`src/tqs_pkg.sv`:
```
`timescale 1ns / 1ps
package tqs_pkg;

	localparam int unsigned IdW      = 16;
	localparam int unsigned IntvW    = 32;
	localparam int unsigned RepW     = 16;
	localparam int unsigned MaxFires = 32;
	localparam int unsigned FireCntW = 6;
	localparam logic [IntvW-1:0] MinPeriodRst = 32'd100;

	typedef enum logic [2:0] {
		REQ_TICK    = 3'd0,
		REQ_ONESHOT = 3'd1,
		REQ_TICKER  = 3'd2,
		REQ_CANCEL  = 3'd3,
		REQ_QUERY   = 3'd4
	} req_t;

	typedef enum logic [2:0] {
		ST_IDLE,
		ST_TRD,
		ST_TEV,
		ST_TFIN,
		ST_FRD,
		ST_FEV,
		ST_SCHED,
		ST_EMIT
	} state_t;

	typedef struct packed {
		logic           status;
		logic [IdW-1:0] timer_id;
		logic           fired;
		logic           is_cancelled;
		logic           last;
	} res_t;

endpackage

```
`src/tqs_slot_mem.sv`:
```
`timescale 1ns / 1ps
module tqs_slot_mem #(
	parameter int unsigned DEPTH = 32,
	parameter int unsigned WIDTH = 112
) (
	input  logic                     clk,
	input  logic                     re,
	input  logic [$clog2(DEPTH)-1:0] raddr,
	output logic [WIDTH-1:0]         rdata,
	input  logic                     we,
	input  logic [$clog2(DEPTH)-1:0] waddr,
	input  logic [WIDTH-1:0]         wdata
);

	logic [WIDTH-1:0] mem_q [DEPTH];

	always_ff @(posedge clk) begin
		if (we) begin
			mem_q[waddr] <= wdata;
		end
	end

	always_ff @(posedge clk) begin
		if (re) begin
			rdata <= mem_q[raddr];
		end
	end

endmodule

```
`src/tqs_out_reg.sv`:
```
`timescale 1ns / 1ps
module tqs_out_reg (
	input  logic          clk,
	input  logic          arst_n,
	input  logic          push,
	input  tqs_pkg::res_t push_res,
	output logic          free,
	output logic          out_valid,
	input  logic          out_ready,
	output tqs_pkg::res_t res
);
	import tqs_pkg::*;

	logic  valid_q;
	res_t  res_q;

	assign free      = !valid_q || out_ready;
	assign out_valid = valid_q;
	assign res       = res_q;

	always_ff @(posedge clk or negedge arst_n) begin
		if (!arst_n) begin
			valid_q <= 1'b0;
		end else if (push) begin
			valid_q <= 1'b1;
		end else if (out_ready) begin
			valid_q <= 1'b0;
		end
	end

	always_ff @(posedge clk) begin
		if (push) begin
			res_q <= push_res;
		end
	end

endmodule

```
`src/timer_queue_scheduler.sv`:
```
`timescale 1ns / 1ps
// Timer table. One request at a time enters on in_valid/in_ready with req_type and its
// operands; results leave on out_valid/out_ready, the final one of a request marked by last.
// Configuration: cfg_valid/cfg_ready/cfg_data writes min_period; write it only while idle.
// Timer entries sit in a single-port-read slot memory with a registered read port; each
// entry visit is a read state followed by an evaluate state.
// Schedule: the request passes through a write state and then an emit state.  Cancel and query
// search the table in order and stop at the first hit; a miss visits every live entry.
// Tick walks every live entry, writing survivors back compacted.
// A request is taken only once the previous one has handed over its last result.
// A one-deep output register decouples the receiver; when it stalls, the walk pauses on the
// next due timer and resumes as the register drains.
// Reset empties the table (live count zero), sets the next id to 1 and min_period to 100.
// Memory contents need no clearing.
module timer_queue_scheduler #(
	parameter int unsigned TIMERS    = 32,
	parameter int unsigned TIME_BITS = 48
) (
	input  logic                  clk,
	input  logic                  arst_n,
	input  logic                  in_valid,
	output logic                  in_ready,
	input  logic [2:0]            req_type,
	input  logic [TIME_BITS-1:0]  now_time,
	input  logic [31:0]           delay_time,
	input  logic [15:0]           repeat_count,
	input  logic [15:0]           target_id,
	input  logic                  cfg_valid,
	output logic                  cfg_ready,
	input  logic [31:0]           cfg_data,
	output logic                  out_valid,
	input  logic                  out_ready,
	output logic                  status,
	output logic [15:0]           timer_id,
	output logic                  fired,
	output logic                  is_cancelled,
	output logic                  last
);
	import tqs_pkg::*;

	localparam int unsigned IW = $clog2(TIMERS);
	localparam int unsigned CW = $clog2(TIMERS + 1);
	localparam int unsigned EW = IdW + TIME_BITS + IntvW + RepW;

	function automatic logic [TIME_BITS-1:0] sat_add(input logic [TIME_BITS-1:0] a,
			input logic [IntvW-1:0] b);
		logic [TIME_BITS:0] s;
		s = {1'b0, a} + {{(TIME_BITS + 1 - IntvW){1'b0}}, b};
		return s[TIME_BITS] ? {TIME_BITS{1'b1}} : s[TIME_BITS-1:0];
	endfunction

	state_t               state_q, state_d;
	req_t                 req_q;
	logic [TIME_BITS-1:0] now_q;
	logic [IntvW-1:0]     delay_q;
	logic [RepW-1:0]      reps_q;
	logic [IdW-1:0]       tgt_q;
	logic [CW-1:0]        idx_q, wr_q, live_q;
	logic [FireCntW-1:0]  nfire_q;
	logic                 pend_v_q;
	logic [IdW-1:0]       pend_id_q;
	logic [IdW-1:0]       next_id_q;
	logic [IntvW-1:0]     minp_q;
	logic [TIMERS-1:0]    cancel_q;
	res_t                 resp_q;

	logic                 mem_re, mem_we;
	logic [IW-1:0]        mem_raddr, mem_waddr;
	logic [EW-1:0]        mem_rdata, mem_wdata;

	logic                 out_free, push;
	res_t                 push_res, out_res;

	// entry fields as read
	logic [IdW-1:0]       e_id;
	logic [TIME_BITS-1:0] e_dl;
	logic [IntvW-1:0]     e_iv;
	logic [RepW-1:0]      e_rm;
	assign {e_id, e_dl, e_iv, e_rm} = mem_rdata;

	logic                 e_cancel, due, stall, kill;
	logic [TIME_BITS-1:0] new_dl;
	logic [RepW-1:0]      new_rm;
	logic                 full;
	logic [IntvW-1:0]     sched_iv;
	logic [IdW-1:0]       id_inc;
	logic [CW-1:0]        idx_inc;

	assign e_cancel = cancel_q[idx_q[IW-1:0]];
	assign due      = !e_cancel && (e_dl <= now_q) && (nfire_q < FireCntW'(MaxFires));
	assign stall    = due && pend_v_q && !out_free;
	assign kill     = e_cancel || (due && ((e_iv == '0) || (e_rm == RepW'(1))));
	assign new_dl   = (due && e_iv != '0) ? sat_add(e_dl, e_iv) : e_dl;
	assign new_rm   = (due && e_iv != '0 && e_rm != '0) ? e_rm - RepW'(1) : e_rm;
	assign full     = (live_q >= CW'(TIMERS));
	assign id_inc   = next_id_q + IdW'(1);
	assign idx_inc  = idx_q + CW'(1);

	always_comb begin
		sched_iv = '0;
		if (req_q == REQ_TICKER) begin
			sched_iv = (delay_q < minp_q) ? minp_q : delay_q;
		end
	end

	assign in_ready  = (state_q == ST_IDLE);
	assign cfg_ready = 1'b1;

	always_comb begin
		state_d   = state_q;
		mem_re    = 1'b0;
		mem_raddr = idx_q[IW-1:0];
		mem_we    = 1'b0;
		mem_waddr = wr_q[IW-1:0];
		mem_wdata = {e_id, new_dl, e_iv, new_rm};
		push      = 1'b0;
		push_res  = '0;
		case (state_q)
			ST_IDLE: begin
				if (in_valid) begin
					case (req_type) inside
						REQ_TICK:                 state_d = ST_TRD;
						REQ_ONESHOT, REQ_TICKER:  state_d = ST_SCHED;
						REQ_CANCEL, REQ_QUERY:    state_d = ST_FRD;
						default:                  state_d = ST_EMIT;
					endcase
				end
			end
			ST_TRD: begin
				if (idx_q == live_q) begin
					state_d = ST_TFIN;
				end else begin
					mem_re  = 1'b1;
					state_d = ST_TEV;
				end
			end
			ST_TEV: begin
				if (!stall) begin
					mem_we = !kill;
					if (due && pend_v_q) begin
						push              = 1'b1;
						push_res.timer_id = pend_id_q;
						push_res.fired    = 1'b1;
					end
					state_d = ST_TRD;
				end
			end
			ST_TFIN: begin
				if (out_free) begin
					push          = 1'b1;
					push_res.last = 1'b1;
					if (pend_v_q) begin
						push_res.timer_id = pend_id_q;
						push_res.fired    = 1'b1;
					end
					state_d = ST_IDLE;
				end
			end
			ST_FRD: begin
				if (idx_q == live_q) begin
					state_d = ST_EMIT;
				end else begin
					mem_re  = 1'b1;
					state_d = ST_FEV;
				end
			end
			ST_FEV: begin
				state_d = (e_id == tgt_q) ? ST_EMIT : ST_FRD;
			end
			ST_SCHED: begin
				if (!full) begin
					mem_we    = 1'b1;
					mem_waddr = live_q[IW-1:0];
					mem_wdata = {next_id_q, sat_add(now_q, (req_q == REQ_TICKER) ? sched_iv
						: delay_q), sched_iv, (req_q == REQ_TICKER) ? reps_q : RepW'(1)};
				end
				state_d = ST_EMIT;
			end
			ST_EMIT: begin
				if (out_free) begin
					push     = 1'b1;
					push_res = resp_q;
					state_d  = ST_IDLE;
				end
			end
			default: state_d = ST_IDLE;
		endcase
	end

	always_ff @(posedge clk or negedge arst_n) begin
		if (!arst_n) begin
			state_q   <= ST_IDLE;
			live_q    <= '0;
			next_id_q <= IdW'(1);
			minp_q    <= MinPeriodRst;
			cancel_q  <= '0;
			pend_v_q  <= 1'b0;
			nfire_q   <= '0;
			idx_q     <= '0;
			wr_q      <= '0;
		end else begin
			state_q <= state_d;
			if (cfg_valid) begin
				minp_q <= cfg_data;
			end
			case (state_q)
				ST_IDLE: begin
					idx_q    <= '0;
					wr_q     <= '0;
					nfire_q  <= '0;
					pend_v_q <= 1'b0;
				end
				ST_TEV: begin
					if (!stall) begin
						idx_q <= idx_inc;
						if (!kill) begin
							cancel_q[wr_q[IW-1:0]] <= 1'b0;
							wr_q <= wr_q + CW'(1);
						end
						if (due) begin
							pend_v_q <= 1'b1;
							nfire_q  <= nfire_q + FireCntW'(1);
						end
					end
				end
				ST_TFIN: begin
					live_q <= wr_q;
				end
				ST_FEV: begin
					idx_q <= idx_inc;
					if (e_id == tgt_q && req_q == REQ_CANCEL) begin
						cancel_q[idx_q[IW-1:0]] <= 1'b1;
					end
				end
				ST_SCHED: begin
					if (!full) begin
						cancel_q[live_q[IW-1:0]] <= 1'b0;
						live_q    <= live_q + CW'(1);
						next_id_q <= (id_inc == '0) ? IdW'(1) : id_inc;
					end
				end
				default: ;
			endcase
		end
	end

	always_ff @(posedge clk) begin
		case (state_q)
			ST_IDLE: begin
				if (in_valid) begin
					req_q   <= req_t'(req_type);
					now_q   <= now_time;
					delay_q <= delay_time;
					reps_q  <= repeat_count;
					tgt_q   <= target_id;
					resp_q  <= '{status: 1'b0, timer_id: '0, fired: 1'b0,
						is_cancelled: 1'b0, last: 1'b1};
				end
			end
			ST_TEV: begin
				if (!stall && due) begin
					pend_id_q <= e_id;
				end
			end
			ST_FRD: begin
				if (idx_q == live_q) begin
					resp_q.timer_id     <= tgt_q;
					resp_q.is_cancelled <= (req_q == REQ_QUERY);
				end
			end
			ST_FEV: begin
				if (e_id == tgt_q) begin
					resp_q.timer_id     <= tgt_q;
					resp_q.is_cancelled <= (req_q == REQ_QUERY) && e_cancel;
				end
			end
			ST_SCHED: begin
				resp_q.status   <= full;
				resp_q.timer_id <= full ? '0 : next_id_q;
			end
			default: ;
		endcase
	end

	tqs_slot_mem #(
		.DEPTH (TIMERS),
		.WIDTH (EW)
	) u_mem (
		.clk   (clk),
		.re    (mem_re),
		.raddr (mem_raddr),
		.rdata (mem_rdata),
		.we    (mem_we),
		.waddr (mem_waddr),
		.wdata (mem_wdata)
	);

	tqs_out_reg u_out (
		.clk       (clk),
		.arst_n    (arst_n),
		.push      (push),
		.push_res  (push_res),
		.free      (out_free),
		.out_valid (out_valid),
		.out_ready (out_ready),
		.res       (out_res)
	);

	assign status       = out_res.status;
	assign timer_id     = out_res.timer_id;
	assign fired        = out_res.fired;
	assign is_cancelled = out_res.is_cancelled;
	assign last         = out_res.last;

endmodule
```
`config.mk`:
```
export PLATFORM = sky130hd
export DESIGN_NAME = timer_queue_scheduler
export DESIGN_NICKNAME = d
export VERILOG_FILES = /design/src/tqs_pkg.sv /design/src/tqs_slot_mem.sv /design/src/tqs_out_reg.sv /design/src/timer_queue_scheduler.sv
export SDC_FILE = /design/constraint.sdc
export NUM_CORES = 2
export LEC_CHECK = 0
export BUFFER_PORTS_ARGS = -buffer_cell sky130_fd_sc_hd__buf_2
export CORE_UTILIZATION = 30
export CTS_CLUSTER_DIAMETER = 200
export DETAILED_ROUTE_END_ITERATION = 6
export PLACE_DENSITY = 0.42
export SLEW_MARGIN = 25
export SYNTH_ARGS = -nofsm -noshare
export SYNTH_HDL_FRONTEND = slang
export SYNTH_HIERARCHICAL = 1
export SYNTH_SLANG_ARGS = --single-unit
```
`constraint.sdc`:
```
create_clock -name clk -period 15.08 [get_ports clk]
set_input_delay 0.754 -clock clk [delete_from_list [all_inputs] [get_ports clk]]
set_output_delay 0.754 -clock clk [all_outputs]
set_load 0.1 [all_outputs]
```
==> impl_metrics.env <==
export IMPL_finalSetupTns_ps=0
export IMPL_htreeDepth=5
export IMPL_syn_num_nets=9043
export IMPL_synthSimpleGateAreaFrac=0.0337
export IMPL_synth_cell_type_count=92
export IMPL_initial_core_util=0.302
export IMPL_r2r_slack_ps=6510
export IMPL_worstPathRequired_ps=15800
export IMPL_slew_violations=0
export IMPL_grt_first_pass_wirelength_mm=782
export IMPL_rows=267
export IMPL_dp_hpwl_mm=339
export IMPL_synthMuxAreaShare=0.126
export IMPL_arrival_ps=9290
export IMPL_drt_pass1_iter_count=6
export IMPL_p_leak_nw=58.9
export IMPL_min_delay_worst_endpoint="now_q[7]"
export IMPL_finClkSkew_ps=94.6
export IMPL_drc=0
export IMPL_cts_buffer_depth=4
export IMPL_critPathMaxStageDelay_ps=860
export IMPL_r2r_end="u_mem/mem_q[25][66]"
export IMPL_cts_made_buffers=439
export IMPL_grt_max_degree=137
export IMPL_setup_ws_ps=6510
export IMPL_grt_pass1_vias=89310
export IMPL_path_buf_inv=6
export IMPL_p_per_area_mw_per_mm2=215
export IMPL_critPathCaptureType="flip-flop"
export IMPL_die_y_um=731
export IMPL_finalHoldViolCount=0
export IMPL_routed_via_count=89847
export IMPL_status="completed"
export IMPL_ir_worst_vdd_mv=0.161
export IMPL_yosysWarnings=6
export IMPL_area_growth_pct=16.6
export IMPL_ys_ff_latch=3974
export IMPL_antenna_found_initial=63
export IMPL_dp_slack_ps=6590
export IMPL_hold_class="in -> reg"
export IMPL_yosys_most_used_dff="edfxtp_1"
export IMPL_via_per_inst=5.40
export IMPL_die_w_um=731
export IMPL_drtIter0Drc=10019
export IMPL_syn_inst=8730
export IMPL_synthXorXnorAreaFrac=0.00719
export IMPL_layout_common_cells="edfxtp_1 (3865), mux2i_1 (940), a22oi_1 (624)"
export IMPL_final_util=0.352
export IMPL_path_max_fanout=33
export IMPL_antenna_left=0
export IMPL_wl_per_cell_um=34.8
export IMPL_final_common_cell="edfxtp_1"
export IMPL_holdPathStages=1
export IMPL_cp_start_kind="flip-flop"
export IMPL_clk_latency_ps=1070
export IMPL_synth_compound_area_frac=0.0588
export IMPL_worst_pin_slew_ps=1210
export IMPL_instances_no_fill=16642
export IMPL_maxSlewHeadroom=0.194
export IMPL_r2r_start="minp_q[5]"
export IMPL_drt_total_wl_mm=579
export IMPL_pin_count=175
export IMPL_core_area_mm2=0.529
export IMPL_grt_ovfl_total=0
export IMPL_clk_pin_slew_ps=70
export IMPL_critPathTopFamily="compound AO/OA/AOI/OAI gates"
export IMPL_cts_tree="yes"
export IMPL_drv_cap=0
export IMPL_setup_violations=0
export IMPL_synthArstFlopShare=0.0274
export IMPL_clkSinkCount=3974
export IMPL_rsz0062_at_grt="no"
export IMPL_synth_area_per_cell_um2=18.3
export IMPL_synth_fa_ha_area_frac=0.0127
export IMPL_fin_crit_sh=0.568
export IMPL_synth_edff_count=3865
export IMPL_drive_above_1_share=0.189
export IMPL_seq_area_frac_synth=0.744
export IMPL_ff2ff_path_depth=27
export IMPL_synth_top_family_by_area="multiplexers"
export IMPL_postCtsSetupRepairBufs=0
export IMPL_crit_path_top_delay_cell="buf_4"
export IMPL_netlist_area_mm2=0.160
export IMPL_cts_root_buf="clkbuf_16"
export IMPL_track_usage=0.210
export IMPL_dp_cells=15733
export IMPL_max_freq_mhz=117
export IMPL_fillers=49742
export IMPL_nets=9565
export IMPL_fin_crit_ps=8570
export IMPL_dieArea_mm2=0.535
export IMPL_hold_start="now_time[7]"
export IMPL_place_congestion=0.888
export IMPL_port_buffers=173
export IMPL_crit_type="reg -> reg"
[sequential cells by signal (all words and copies together) (netlist names)]
name             cells
u_mem/rdata        112
state_q              3
idx_q                6
now_q               48
req_q                3
pend_v_q             1
tgt_q               16
u_mem/mem_q       3584
next_id_q           16
u_out/out_valid      1
nfire_q              6
u_out/res           20
delay_q             32
wr_q                 6
reps_q              16
resp_q              18
cancel_q            32
minp_q              32
live_q               6
pend_id_q           16
[worst register-to-register path: stages (launching register included)]
cell	delay (ps)
dfstp_2	550
inv_1	50
ha_1	310
a21oi_1	190
o21ai_0	130
nor3_1	150
o21ai_0	200
a21oi_1	360
o21ai_0	270
a21oi_4	180
and2_2	150
buf_4	490
mux2_2	430
ha_1	220
inv_1	70
fa_1	200
nor2b_1	70
o31a_1	290
o21ai_0	360
a21o_1	260
nand3_1	240
a41oi_1	300
buf_4	260
nor3_1	130
nor2_4	750
buf_4	890
a32oi_2	390
buf_4	350
[routing by layer]
layer,global-route usage,wire length (µm),up-vias
li1,-,-,36777
met1,0.302,261000,49225
met2,0.337,269000,3189
met3,0.0333,35300,634
met4,0.0429,12600,22
met5,0,132,-
[worst max-delay path by stage]
| stage | from | endpoint | slack (ps) | cells past startpoint |
|---|---|---|---|---|
| global placement | minp_q[5] | u_mem/mem_q[16][66] | 6500 | 26 |
| finish | minp_q[5] | u_mem/mem_q[25][66] | 6510 | 27 |
| floorplan | idx_q[4] | u_mem/rdata[0] | 5780 | 5 |
| detailed placement | minp_q[5] | u_mem/mem_q[1][56] | 6590 | 26 |
| global route | minp_q[5] | u_mem/mem_q[12][72] | 6190 | 27 |
| CTS | minp_q[5] | u_mem/mem_q[10][56] | 6560 | 26 |
[per-stage QoR]
stage | area [µm²] | hold slack (ps) | total power [mW]
after detailed placement | 171000 | 494 | 29.7
final | 186000 | 56.2 | 40.1
after global routing | 186000 | 9.39 | 41.5
after CTS | 186000 | 0.215 | 40.4
after global placement | 170000 | 494 | 29.1
after floorplan | 160000 | 456 | 23.7
[kinds of logic (layout without fill, tap and decap cells)]
group           count (synthesis)  in the layout
flops                        3974           3974
mux                          1431           1431
compound gates               1338           1338
simple gates                 1091           1091
buf+inv                       603           1487
fa+ha+maj                     161            161
xor+xnor                      131            131
other cells                     1             35
[layout make-up]
class                           instances  area, µm²  share of cell area
Antenna cell                           34       85.1            0.000457
Clock buffer                          547      11500              0.0620
Clock inverter                        256       2650              0.0142
Inverter                              123        462             0.00248
Multi-Input combinational cell       4153      39300               0.211
Sequential cell                      3974     119000               0.638
Tap cell                             6994       8750              0.0470
Timing Repair Buffer                  561       4520              0.0243
[cell usage after synthesis (all sizes together), types with 6 or more instances]
master,number,share of area
and3,20,0.00078
ha,159,0.012
edfxtp,3865,0.73
a21o,51,0.0024
nor4,24,0.0011
nor3,47,0.0016
buf,262,0.0096
and4,10,0.00055
o22ai,6,0.00024
a2111oi,7,0.00048
o31ai,11,0.00052
o21a,10,0.00047
dfrtp,105,0.016
clkbuf,218,0.0051
nor3b,10,0.00047
o21ai,154,0.0049
xor2,35,0.0019
or3,12,0.00050
mux4,456,0.064
nand3b,8,0.00040
nor2b,26,0.0010
mux2i,940,0.059
nand2,320,0.0075
mux2,35,0.0025
a32oi,29,0.0016
a211oi,10,0.00050
and2,23,0.00090
a22oi,634,0.030
a21oi,162,0.0051
nor2,165,0.0039
nand4,100,0.0039
o211ai,9,0.00042
a31oi,104,0.0041
nand3,278,0.0087
xnor2,96,0.0053
or4,6,0.00031
inv,123,0.0029
o21bai,9,0.00042
nand2b,25,0.0010
a22o,84,0.0046
[power breakdown]
group	internal, mW	leakage, nW	total, mW	switching (mW)
Clock	6.12	6.88	10.7	4.55
Sequential	16.0	36.3	16.6	0.519
Combinational	3.62	15.7	12.8	9.22
[what timing repair did]
item | in CTS | in global routing
gates resized for setup | 0 | 0
hold buffers | 66 | 0
hold endpoints to repair | 133 | 0
Power figures use the tool's default switching activity.
